$ cat src/rtl/core/asts_pkg.sv
`default_nettype none
package asts_pkg;

    localparam logic [1:0] KIND_BEGIN = 2'd0;
    localparam logic [1:0] KIND_TICK  = 2'd1;
    localparam logic [1:0] KIND_SKIP  = 2'd2;

    localparam logic [1:0] END_NONE   = 2'd0;
    localparam logic [1:0] END_SKIP   = 2'd1;
    localparam logic [1:0] END_ATMAX  = 2'd2;
    localparam logic [1:0] END_MINMAX = 2'd3;

    localparam logic [3:0] BAND_RESET = 4'd3;

    localparam logic [2:0] REG_ACTORS = 3'd0;
    localparam logic [2:0] REG_HEATER = 3'd1;
    localparam logic [2:0] REG_SOAP   = 3'd2;
    localparam logic [2:0] REG_CLEAR  = 3'd3;
    localparam logic [2:0] REG_BAND   = 3'd4;

    // classified item as held in the queue
    typedef struct packed {
        logic        is_begin;
        logic        is_tick;
        logic        is_skip;
        logic [31:0] now;
        logic [9:0]  temp;
        logic [63:0] line;
        logic [7:0]  cyc;
        logic [31:0] end_min;
        logic [31:0] end_max;
        logic [9:0]  temp_floor;
        logic [9:0]  temp_ceil;
        logic [15:0] at_min;
        logic [15:0] at_max;
    } cmd_t;

    typedef struct packed {
        logic [63:0] drive_mask;
        logic        step_done;
        logic [1:0]  end_reason;
        logic        heater_on;
        logic        temp_reached;
        logic        over_temp_warning;
        logic [7:0]  cycle_count;
        logic [7:0]  step_count;
        logic        soap_dispensed;
    } res_t;

    function automatic logic [31:0] sat_add(input logic [31:0] a, input logic [15:0] b);
        logic [32:0] s;
        s = {1'b0, a} + {17'd0, b};
        return s[32] ? 32'hFFFF_FFFF : s[31:0];
    endfunction

endpackage
`default_nettype wire

$ cat src/rtl/core/appliance_step_thermostat_sequencer.sv
// Channel | Dir | Ports                  | Word
// s_      | in  | tvalid tready tdata    | item: kind, time, temp, step fields
// m_      | out | tvalid tready tdata    | result: drive mask, status, counters
// cfg     | in  | APB psel..prdata       | five registers at 8*i
//
// One item per cycle sustained while the m_ side is not stalled. An accepted item waits in
// the queue, then moves into the back end's result register, which drives m_tvalid.
// aresetn is synchronous, active low; it clears queue, step state and registers, and loads band with 3.
// A stalled m_ side fills the two-entry queue, then drops s_tready.
`default_nettype none
module appliance_step_thermostat_sequencer (
    input  wire logic         aclk,
    input  wire logic         aresetn,
    input  wire logic         s_tvalid,
    output logic              s_tready,
    // kind[1:0], now_seconds[33:2], temperature[43:34], line_mask[107:44],
    // cycle_id[115:108], dwell_min[131:116], dwell_max[147:132], temp_floor[157:148],
    // temp_ceil[167:158], hold_min[183:168], hold_max[199:184]
    input  wire logic [199:0] s_tdata,
    output logic              m_tvalid,
    input  wire logic         m_tready,
    // drive_mask[63:0], step_done[64], end_reason[66:65], heater_on[67],
    // temp_reached[68], over_temp_warning[69], cycle_count[77:70],
    // step_count[85:78], soap_dispensed[86]
    output logic [87:0]       m_tdata,
    input  wire logic         psel,
    input  wire logic         penable,
    input  wire logic         pwrite,
    input  wire logic [5:0]   paddr,
    input  wire logic [63:0]  pwdata,
    output logic [63:0]       prdata,
    output logic              pready
);
    import asts_pkg::*;

    logic [63:0] act_reg, heat_reg, soap_reg, clr_reg;
    logic [3:0]  band_reg;
    logic        q_valid, q_ready;
    cmd_t        q_cmd;
    res_t        res;
    logic [2:0]  idx;

    assign pready = 1'b1;
    assign idx    = paddr[5:3];

    always_ff @(posedge aclk) begin
        if (!aresetn) begin
            act_reg <= 64'd0; heat_reg <= 64'd0; soap_reg <= 64'd0;
            clr_reg <= 64'd0; band_reg <= BAND_RESET;
        end else if (psel && penable && pwrite) begin
            case (idx)
                REG_ACTORS: act_reg  <= pwdata;
                REG_HEATER: heat_reg <= pwdata;
                REG_SOAP:   soap_reg <= pwdata;
                REG_CLEAR:  clr_reg  <= pwdata;
                REG_BAND:   band_reg <= pwdata[3:0];
                default: ;
            endcase
        end
    end

    always_comb begin
        case (idx)
            REG_ACTORS: prdata = act_reg;
            REG_HEATER: prdata = heat_reg;
            REG_SOAP:   prdata = soap_reg;
            REG_CLEAR:  prdata = clr_reg;
            REG_BAND:   prdata = {60'd0, band_reg};
            default:    prdata = 64'd0;
        endcase
    end

    asts_front u_front (
        .aclk(aclk), .aresetn(aresetn),
        .in_valid(s_tvalid), .in_ready(s_tready),
        .kind(s_tdata[1:0]), .now_seconds(s_tdata[33:2]),
        .temperature(s_tdata[43:34]), .line_mask(s_tdata[107:44]),
        .cycle_id(s_tdata[115:108]), .dwell_min(s_tdata[131:116]),
        .dwell_max(s_tdata[147:132]), .temp_floor(s_tdata[157:148]),
        .temp_ceil(s_tdata[167:158]), .hold_min(s_tdata[183:168]),
        .hold_max(s_tdata[199:184]),
        .q_valid(q_valid), .q_ready(q_ready), .q_cmd(q_cmd)
    );

    asts_back u_back (
        .aclk(aclk), .aresetn(aresetn),
        .q_valid(q_valid), .q_ready(q_ready), .q_cmd(q_cmd),
        .actors_mask(act_reg), .heater_mask(heat_reg), .soap_mask(soap_reg),
        .clear_mask(clr_reg), .band(band_reg),
        .out_valid(m_tvalid), .out_ready(m_tready), .out_res(res)
    );

    assign m_tdata = {1'b0, res.soap_dispensed, res.step_count, res.cycle_count,
                      res.over_temp_warning, res.temp_reached, res.heater_on,
                      res.end_reason, res.step_done, res.drive_mask};
endmodule
`default_nettype wire

$ cat src/rtl/core/asts_front.sv
`default_nettype none
module asts_front (
    input  wire logic          aclk,
    input  wire logic          aresetn,
    input  wire logic          in_valid,
    output logic               in_ready,
    input  wire logic [1:0]    kind,
    input  wire logic [31:0]   now_seconds,
    input  wire logic [9:0]    temperature,
    input  wire logic [63:0]   line_mask,
    input  wire logic [7:0]    cycle_id,
    input  wire logic [15:0]   dwell_min,
    input  wire logic [15:0]   dwell_max,
    input  wire logic [9:0]    temp_floor,
    input  wire logic [9:0]    temp_ceil,
    input  wire logic [15:0]   hold_min,
    input  wire logic [15:0]   hold_max,
    output logic               q_valid,
    input  wire logic          q_ready,
    output asts_pkg::cmd_t     q_cmd
);
    import asts_pkg::*;

    // two-entry queue
    cmd_t       mem_reg [2];
    logic       wp_reg, rp_reg;
    logic [1:0] cnt_reg;
    cmd_t       c;
    logic       push, pop;
    logic [15:0] tmax;

    assign in_ready = (cnt_reg != 2'd2);
    assign q_valid  = (cnt_reg != 2'd0);
    assign q_cmd    = mem_reg[rp_reg];
    assign push     = in_valid && in_ready;
    assign pop      = q_valid && q_ready;

    always_comb begin
        tmax = (dwell_max == 16'd0) ? dwell_min : dwell_max;
        c.is_begin   = (kind == KIND_BEGIN);
        c.is_tick    = (kind == KIND_TICK);
        c.is_skip    = (kind == KIND_SKIP);
        c.now        = now_seconds;
        c.temp       = temperature;
        c.line       = line_mask;
        c.cyc        = cycle_id;
        c.end_min    = sat_add(now_seconds, dwell_min);
        c.end_max    = sat_add(now_seconds, tmax);
        c.temp_floor = temp_floor;
        c.temp_ceil  = temp_ceil;
        c.at_min     = hold_min;
        c.at_max     = hold_max;
    end

    always_ff @(posedge aclk) begin
        if (push) mem_reg[wp_reg] <= c;
        if (!aresetn) begin
            wp_reg <= 1'b0; rp_reg <= 1'b0; cnt_reg <= 2'd0;
        end else begin
            if (push) wp_reg <= ~wp_reg;
            if (pop)  rp_reg <= ~rp_reg;
            cnt_reg <= cnt_reg + {1'b0, push} - {1'b0, pop};
        end
    end
endmodule
`default_nettype wire

$ cat src/rtl/core/asts_back.sv
`default_nettype none
module asts_back (
    input  wire logic          aclk,
    input  wire logic          aresetn,
    input  wire logic          q_valid,
    output logic               q_ready,
    input  asts_pkg::cmd_t     q_cmd,
    input  wire logic [63:0]   actors_mask,
    input  wire logic [63:0]   heater_mask,
    input  wire logic [63:0]   soap_mask,
    input  wire logic [63:0]   clear_mask,
    input  wire logic [3:0]    band,
    output logic               out_valid,
    input  wire logic          out_ready,
    output asts_pkg::res_t     out_res
);
    import asts_pkg::*;

    logic        active_reg, heat_reg, begun_reg, warned_reg, lcv_reg, soap_reg;
    logic [31:0] emin_reg, emax_reg;
    logic [63:0] req_reg, drive_reg;
    logic [9:0]  lo_reg, hi_reg;
    logic [15:0] atmin_reg, atmax_reg;
    logic [7:0]  lcyc_reg, cyc_reg, stp_reg;
    logic        ov_reg;
    res_t        res_reg;

    logic        active_next, heat_next, begun_next, warned_next, lcv_next, soap_next;
    logic [31:0] emin_next, emax_next, e;
    logic [63:0] req_next, drive_next, actors;
    logic [9:0]  lo_next, hi_next;
    logic [15:0] atmin_next, atmax_next;
    logic [7:0]  lcyc_next, cyc_next, stp_next;
    logic        done, warn, cooled, want, go;
    logic [1:0]  reason;
    logic [10:0] hdiff;

    assign q_ready   = !ov_reg || out_ready;
    assign go        = q_valid && q_ready;
    assign out_valid = ov_reg;
    assign out_res   = res_reg;

    always_comb begin
        active_next = active_reg; heat_next = heat_reg; begun_next = begun_reg;
        warned_next = warned_reg; lcv_next = lcv_reg; soap_next = soap_reg;
        emin_next = emin_reg; emax_next = emax_reg; req_next = req_reg;
        drive_next = drive_reg; lo_next = lo_reg; hi_next = hi_reg;
        atmin_next = atmin_reg; atmax_next = atmax_reg; lcyc_next = lcyc_reg;
        cyc_next = cyc_reg; stp_next = stp_reg;
        done = 1'b0; reason = END_NONE; warn = 1'b0; want = 1'b0;
        e = 32'd0;
        actors = req_reg & actors_mask & ~heater_mask;
        // borrow out means the ceiling sits below the band
        hdiff  = {1'b0, hi_reg} - {7'd0, band};
        cooled = !hdiff[10] && (q_cmd.temp <= hdiff[9:0]);
        if (q_cmd.is_begin) begin
            if (active_reg) begin
                if (heat_reg) drive_next = drive_next & ~heater_mask;
                drive_next = drive_next & ~actors;
            end
            stp_next = stp_reg + 8'd1;
            if (!lcv_reg || q_cmd.cyc != lcyc_reg) begin
                cyc_next = cyc_reg + 8'd1;
                lcyc_next = q_cmd.cyc;
                lcv_next = 1'b1;
            end
            if ((q_cmd.line & soap_mask) != 64'd0) soap_next = 1'b1;
            req_next = q_cmd.line;
            lo_next = q_cmd.temp_floor; hi_next = q_cmd.temp_ceil;
            atmin_next = q_cmd.at_min; atmax_next = q_cmd.at_max;
            emin_next = q_cmd.end_min; emax_next = q_cmd.end_max;
            heat_next = 1'b0; begun_next = 1'b0; warned_next = 1'b0;
            drive_next = (drive_next & ~clear_mask)
                       | (q_cmd.line & actors_mask & ~heater_mask);
            active_next = 1'b1;
        end else if (q_cmd.is_skip) begin
            if (active_reg) begin
                if (heat_reg) drive_next = drive_next & ~heater_mask;
                drive_next = drive_next & ~actors;
                heat_next = 1'b0; active_next = 1'b0;
                done = 1'b1; reason = END_SKIP;
            end
        end else if (q_cmd.is_tick && active_reg) begin
            if (lo_reg != 10'd0 || hi_reg != 10'd0) begin
                if (!begun_reg && lo_reg != 10'd0 && q_cmd.temp >= lo_reg) begin
                    begun_next = 1'b1;
                    if (atmin_reg != 16'd0) begin
                        e = sat_add(q_cmd.now, atmin_reg);
                        if (e > emin_reg) emin_next = e;
                    end
                    if (atmax_reg != 16'd0) emax_next = sat_add(q_cmd.now, atmax_reg);
                end
                if (hi_reg != 10'd0) begin
                    if (!warned_reg && q_cmd.temp > hi_reg) begin
                        warned_next = 1'b1; warn = 1'b1;
                    end else if (warned_reg && cooled) begin
                        warned_next = 1'b0;
                    end
                    if ((req_reg & heater_mask) != 64'd0)
                        want = heat_reg ? (q_cmd.temp < hi_reg) : cooled;
                    if (want && !heat_reg) begin
                        drive_next = drive_next | heater_mask; heat_next = 1'b1;
                    end else if (!want && heat_reg) begin
                        drive_next = drive_next & ~heater_mask; heat_next = 1'b0;
                    end
                end
            end else if (heat_reg) begin
                drive_next = drive_next & ~heater_mask; heat_next = 1'b0;
            end
            drive_next = drive_next | actors;
            if (q_cmd.now >= emax_next && (q_cmd.now >= emin_next || atmax_reg != 16'd0)) begin
                reason = (atmax_reg != 16'd0) ? END_ATMAX : END_MINMAX;
                done = 1'b1;
                if (heat_next) drive_next = drive_next & ~heater_mask;
                drive_next = drive_next & ~actors;
                heat_next = 1'b0; active_next = 1'b0;
            end
        end
    end

    always_ff @(posedge aclk) begin
        if (go) begin
            res_reg.drive_mask <= drive_next;
            res_reg.step_done <= done;
            res_reg.end_reason <= reason;
            res_reg.heater_on <= heat_next;
            res_reg.temp_reached <= begun_next;
            res_reg.over_temp_warning <= warn;
            res_reg.cycle_count <= cyc_next;
            res_reg.step_count <= stp_next;
            res_reg.soap_dispensed <= soap_next;
        end
        if (!aresetn) begin
            ov_reg <= 1'b0;
            active_reg <= 1'b0; heat_reg <= 1'b0; begun_reg <= 1'b0;
            warned_reg <= 1'b0; lcv_reg <= 1'b0; soap_reg <= 1'b0;
            emin_reg <= 32'd0; emax_reg <= 32'd0; req_reg <= 64'd0;
            drive_reg <= 64'd0; lo_reg <= 10'd0; hi_reg <= 10'd0;
            atmin_reg <= 16'd0; atmax_reg <= 16'd0; lcyc_reg <= 8'd0;
            cyc_reg <= 8'd0; stp_reg <= 8'd0;
        end else begin
            if (go) ov_reg <= 1'b1;
            else if (out_ready) ov_reg <= 1'b0;
            if (go) begin
                active_reg <= active_next; heat_reg <= heat_next;
                begun_reg <= begun_next; warned_reg <= warned_next;
                lcv_reg <= lcv_next; soap_reg <= soap_next;
                emin_reg <= emin_next; emax_reg <= emax_next; req_reg <= req_next;
                drive_reg <= drive_next; lo_reg <= lo_next; hi_reg <= hi_next;
                atmin_reg <= atmin_next; atmax_reg <= atmax_next;
                lcyc_reg <= lcyc_next; cyc_reg <= cyc_next; stp_reg <= stp_next;
            end
        end
    end
endmodule
`default_nettype wire
$ cat config.mk
export PLATFORM = sky130hd
export DESIGN_NAME = appliance_step_thermostat_sequencer
export DESIGN_NICKNAME = d
export VERILOG_FILES = /design/src/rtl/core/asts_pkg.sv /design/src/rtl/core/appliance_step_thermostat_sequencer.sv /design/src/rtl/core/asts_front.sv /design/src/rtl/core/asts_back.sv
export SDC_FILE = /design/constraint.sdc
export NUM_CORES = 2
export LEC_CHECK = 0
export BUFFER_PORTS_ARGS = -buffer_cell sky130_fd_sc_hd__buf_4
export CORE_MARGIN = 4
export CORE_UTILIZATION = 55
export DETAILED_ROUTE_END_ITERATION = 16
export PLACE_DENSITY = 0.74
export SLEW_MARGIN = 20
export SYNTH_ARGS = -nofsm -noshare
export SYNTH_HDL_FRONTEND = slang
export SYNTH_HIERARCHICAL = 1
export SYNTH_SLANG_ARGS = --single-unit
$ cat constraint.sdc
create_clock -name aclk -period 18.3 [get_ports aclk]
set_input_delay 3.66 -clock aclk [delete_from_list [all_inputs] [get_ports aclk]]
set_output_delay 3.66 -clock aclk [all_outputs]
set_load 0.005 [all_outputs]
# == Word level (Yosys, flattened, before mapping) ==
# Memories as Yosys holds them, arrays and structs flattened. A register that Yosys moved wholly into a read port is not among the register bits.
# Cells that the tools add are included.
# word_totals
regBits,626
mem_bits_rw,466
in_bits,277
output_inout_bits,155
wordCells,241
mem_count,1
# memory_table
name,words,width,rd,rd_ports_with_merged_regs,write_ports,line,rtl
u_front.mem_reg,2,233,1,1,1,asts_front.sv:25,cmd_t mem_reg [2];
# classes
n_addsub,9
order_cmp,7
eq_ne,9
n_mux,105
bitwise_logic,23
reduce_logical,52
# op_table
cell,n
$mux 64,24
$and 64x64->64,12
$mux 32,23
$pmux 64 s5,1
$not 64->64,3
$or 64x64->64,3
$add 32x16->33,4
$reduce_bool 64->1,2
$ge 32x32->1,2
$mux 1,50
$gt 32x32->1,1
$reduce_bool 16->1,2
$mux 8,3
$reduce_bool 10->1,2
$add 8x1->8 const B,2
$logic_not 16->1,1
$mux 16,1
$logic_and 1x1->1,13
$reduce_and 2->1,6
$sub 10x4->11,1
$ge 10x10->1,1
$gt 10x10->1,1
$le 10x10->1,1
$lt 10x10->1,1
other kinds (21),45

# == Depth between registers and ports, before layout ==
# logic_depth
word_depth,31
depth_mapped,35
mapped_depth_nobuf,28

# == Cells and area by module ==
# Netlist, hierarchy kept.
# modules_own_cells
mod,instances,cells_per_inst,area_each_um2,seq_area_each_um2
asts_back,1,3520,26770.7,8117.8
asts_front,1,1177,19822.8,14093.5
appliance_step_thermostat_sequencer,1,1083,11659.9,5205.0

# == Least setup slack after synthesis ==
# OpenSTA, ideal clock, no wires.
# synth_path
path_kind,input port to flip-flop
start,in s_tvalid
end,reg u_front.wp_reg
arrival_time_ns,14.173
slack_ns,4.024
path_stages,3
cell_sequence,nand2_1 -> nor2_1 -> o21a_1
# synth_between
elab_chain_cells,1
# synth_lines
item,line,rtl
start: declaration,appliance_step_thermostat_sequencer.sv:14,"input wire logic s_tvalid,"
$logic_and 1x1->1,asts_front.sv:35,assign push = in_valid && in_ready;
end signal: assignment,asts_front.sv:60,if (push) wp_reg <= ~wp_reg;
end: declaration,asts_front.sv:26,"logic wp_reg, rp_reg;"
# Every way passes these cells.
# A chain may end at the register's enable or synchronous reset.

==> reports/metrics.yaml <==
outcome:
  status: "finished clean"
yosys:
  synth_top_area_share_pct: 28.51
  netlist_instances: 5780
  yosys.area_share.xor_xnor_pct: 1.443
  yosysTopAreaCell: "edfxtp_1"
  synthArstFlopShare_pct: 0
  syn_nets: 6260
  synth_compound_area_share_pct: 16.45
  synth_mux_area_share_pct: 11.68
  ys_types: 104
  yosys_warnings: 6
  synth-seq-cells: 1093
  synth-edff-count: 553
  synth-simple-area-share_pct: 14.79
  ys_seq_area_share_pct: 47.06
  synth.avg_cell_area_um2: 10.08
  synth_flop_cell: "edfxtp_1"
  synth_area_um2: 58250
  synthAdderAreaFrac_pct: 4.425
  synth_top_family_by_area: "compound AO/OA/AOI/OAI gates"
  synthTopCellsByArea: "edfxtp_1 (29%), dfxtp_1 (19%), nand2_1 (6.6%)"
cts:
  numCtsBuffers: 114
  cts_tree: "built"
  cts-htree-levels: 3
  path_clk_slew_ns: 0.06
  post_cts_buffers: 0
  cts_resized: 0
  cts_sinks: 1093
  cts-root-buf: "clkbuf_16"
  cts_hold_buf: 0
  clkLatencyLatePin_ns: 0.73
  cts_buffer_depth: 3
die:
  die_h_um: 333.4
  die_w_um: 333.4
  core_um2: 105300
  rows: 119
  ios: 432
  initial_core_util_pct: 55.34
  dieArea_um2: 111200
global_routing:
  grt_pass1_vias: 47190
  antenna_found_initial: 22
  grt_max_degree: 185
  grt_util_all_layers_pct: 33.97
  gr-total-overflow: 0
  grt_pass1_wl_um: 291000
critical_path:
  end_kind: "register"
  crit_path_start_kind: "register"
  cpMaxStageDelayCell: "buf_4"
  required_ns: 18.79
  crit_top_cell: "a21oi_1"
  critical_path.max_stage_delay_ns: 0.88
  critPathKind: "register to register"
  crit_fanout: 59
  arrival_ns: 11.86
timing:
  fin_crit_ns: 11.37
  tns_ns: 0
  skew_ns: 0.04734
  fin_crit_sh_pct: 62.12
  finalSetupViolCount: 0
  hold_ws_ns: 0.4655
  tightest_slew_ns: 1.220
  rsz0062_at_grt: "false"
  max_freq_mhz: 87.97
  hold_viol: 0
  fin_ws_ns: 6.932
  slew_headroom_pct: 18.67
  drv_slew: 0
hold_path:
  min_path_type: "register to register"
final_layout:
  syn_to_final_growth_pct: 12.82
  fin_nets: 6486
  fin_util_pct: 62.44
  mostFrequentLayoutCells: "nand2_1 (1021), edfxtp_1 (553), dfxtp_1 (537)"
  layout_commonest_cell: "nand2_1"
  largest_reg_flops: 466
  fill_cells: 8597
  drive_above_1_share_pct: 17.16
power:
  power_mw: 9.203
  p_leak_nw: 23.31
  vdd_drop_max_v: 0.0001153
  power_density_nw_per_um2: 140.0
detailed_routing:
  wl_per_cell_um: 26.20
  avgViaCountPerCell: 6.554
  ant_nets: 0
  drt_iter0_markers: 6271
  drc: 0
  vias: 49220
  drtPass1Iterations: 8
  wl_um: 196800
placement:
  gp_congestion: 0.9842
  pre_cts_slack_ns: 7.212
  port_buffers: 426
  place_hpwl_um: 133300
job:
  drv_cap: 0
==> routing by layer <==
layer  wire length (µm)  global-route usage [%]  part of all wire [%]
met5                160                       0                 0.081
met4              13100                   19.30                   6.7
met3              22840                   9.396                    12
met2              87640                   52.54                    45
met1              73010                   43.03                    37
==> final timing paths <==
check                     start                 end  slack [ns]  depth (start not counted)
max                    register  u_back/out_res[27]        6.93                         30
min          u_back/lcyc_reg[7]  u_back/lcyc_reg[7]        0.47                          2
max reg2reg            register  u_back/out_res[27]        6.93                         30
min reg2reg  u_back/lcyc_reg[7]  u_back/lcyc_reg[7]        0.47                          2
==> power breakdown <==
part / total [mW] / switching, mW / leakage [nW] / internal [mW]
logic: 3.57 / 2.28 / 11.9 / 1.29
registers: 3.33 / 0.286 / 9.59 / 3.05
clock network: 2.30 / 1.00 / 1.83 / 1.30
total: 9.20 / 3.57 / 23.3 / 5.64
==> kinds of logic (layout without fill, tap and decap cells) <==
kind of cell,after synthesis,in the layout
AOI/OAI and AO/OA,1418,1418
xor gates and xnor gates,96,96
adders and majority gates,203,203
buffers and inverters,524,852
DFF,1093,1093
muxes,574,574
other,2,12
and+or+nand+nor,1870,1870
==> worst max-delay path, delay by kind of cell (launching register included) <==
| family | cells | cell delay (ns) |
|---|---|---|
| AOI/OAI and AO/OA | 15 | 4.88 |
| and+or+nand+nor | 8 | 2.23 |
| adders and majority gates | 4 | 1.33 |
| buffers and inverters | 2 | 1.32 |
| DFF | 1 | 0.76 |
| muxes | 1 | 0.49 |
==> stage by stage <==
step / instance area (µm²) / cells
finish: 65720 / 7509
global route: 65710 / 7503
CTS: 65690 / 7499
detailed placement: 61970 / 7281
global placement: 61970 / 7281
floorplan: 58250 / 5780
==> synth_stat cells (24+ instances only) <==
master / n
nor3_1: 105
clkbuf_1: 258
ha_1: 198
xor2_1: 28
nor4_1: 24
a22o_1: 58
nor2_1: 166
a22oi_1: 25
xnor2_1: 68
a221oi_1: 31
o21ai_0: 156
nand3_1: 130
inv_1: 151
a31oi_1: 150
a211oi_1: 33
or3_1: 75
nor2b_1: 152
dfxtp_1: 540
mux2i_1: 269
o211ai_1: 31
nand2b_1: 24
buf_2: 43
a2bb2oi_1: 61
o221ai_1: 87
a21o_1: 50
a21oi_1: 390
mux4_2: 60
edfxtp_1: 553
o21a_1: 86
o31ai_1: 68
o21bai_1: 64
nand2_1: 1024
buf_6: 27
mux2_2: 244
nand4_1: 60
==> cell type report <==
cell class,instances,area [µm²],share of cell area [%]
Timing Repair Buffer,482,3676,5.593
Clock inverter,61,485.5,0.7386
Tap cell,1391,1740,2.648
Antenna cell,10,25.02,0.03807
Sequential cell,1093,27430,41.73
Multi-Input combinational cell,4163,28550,43.45
Clock buffer,157,3234,4.921
Inverter,152,583.1,0.8871
No activity file was read; power rests on OpenSTA's default activity.
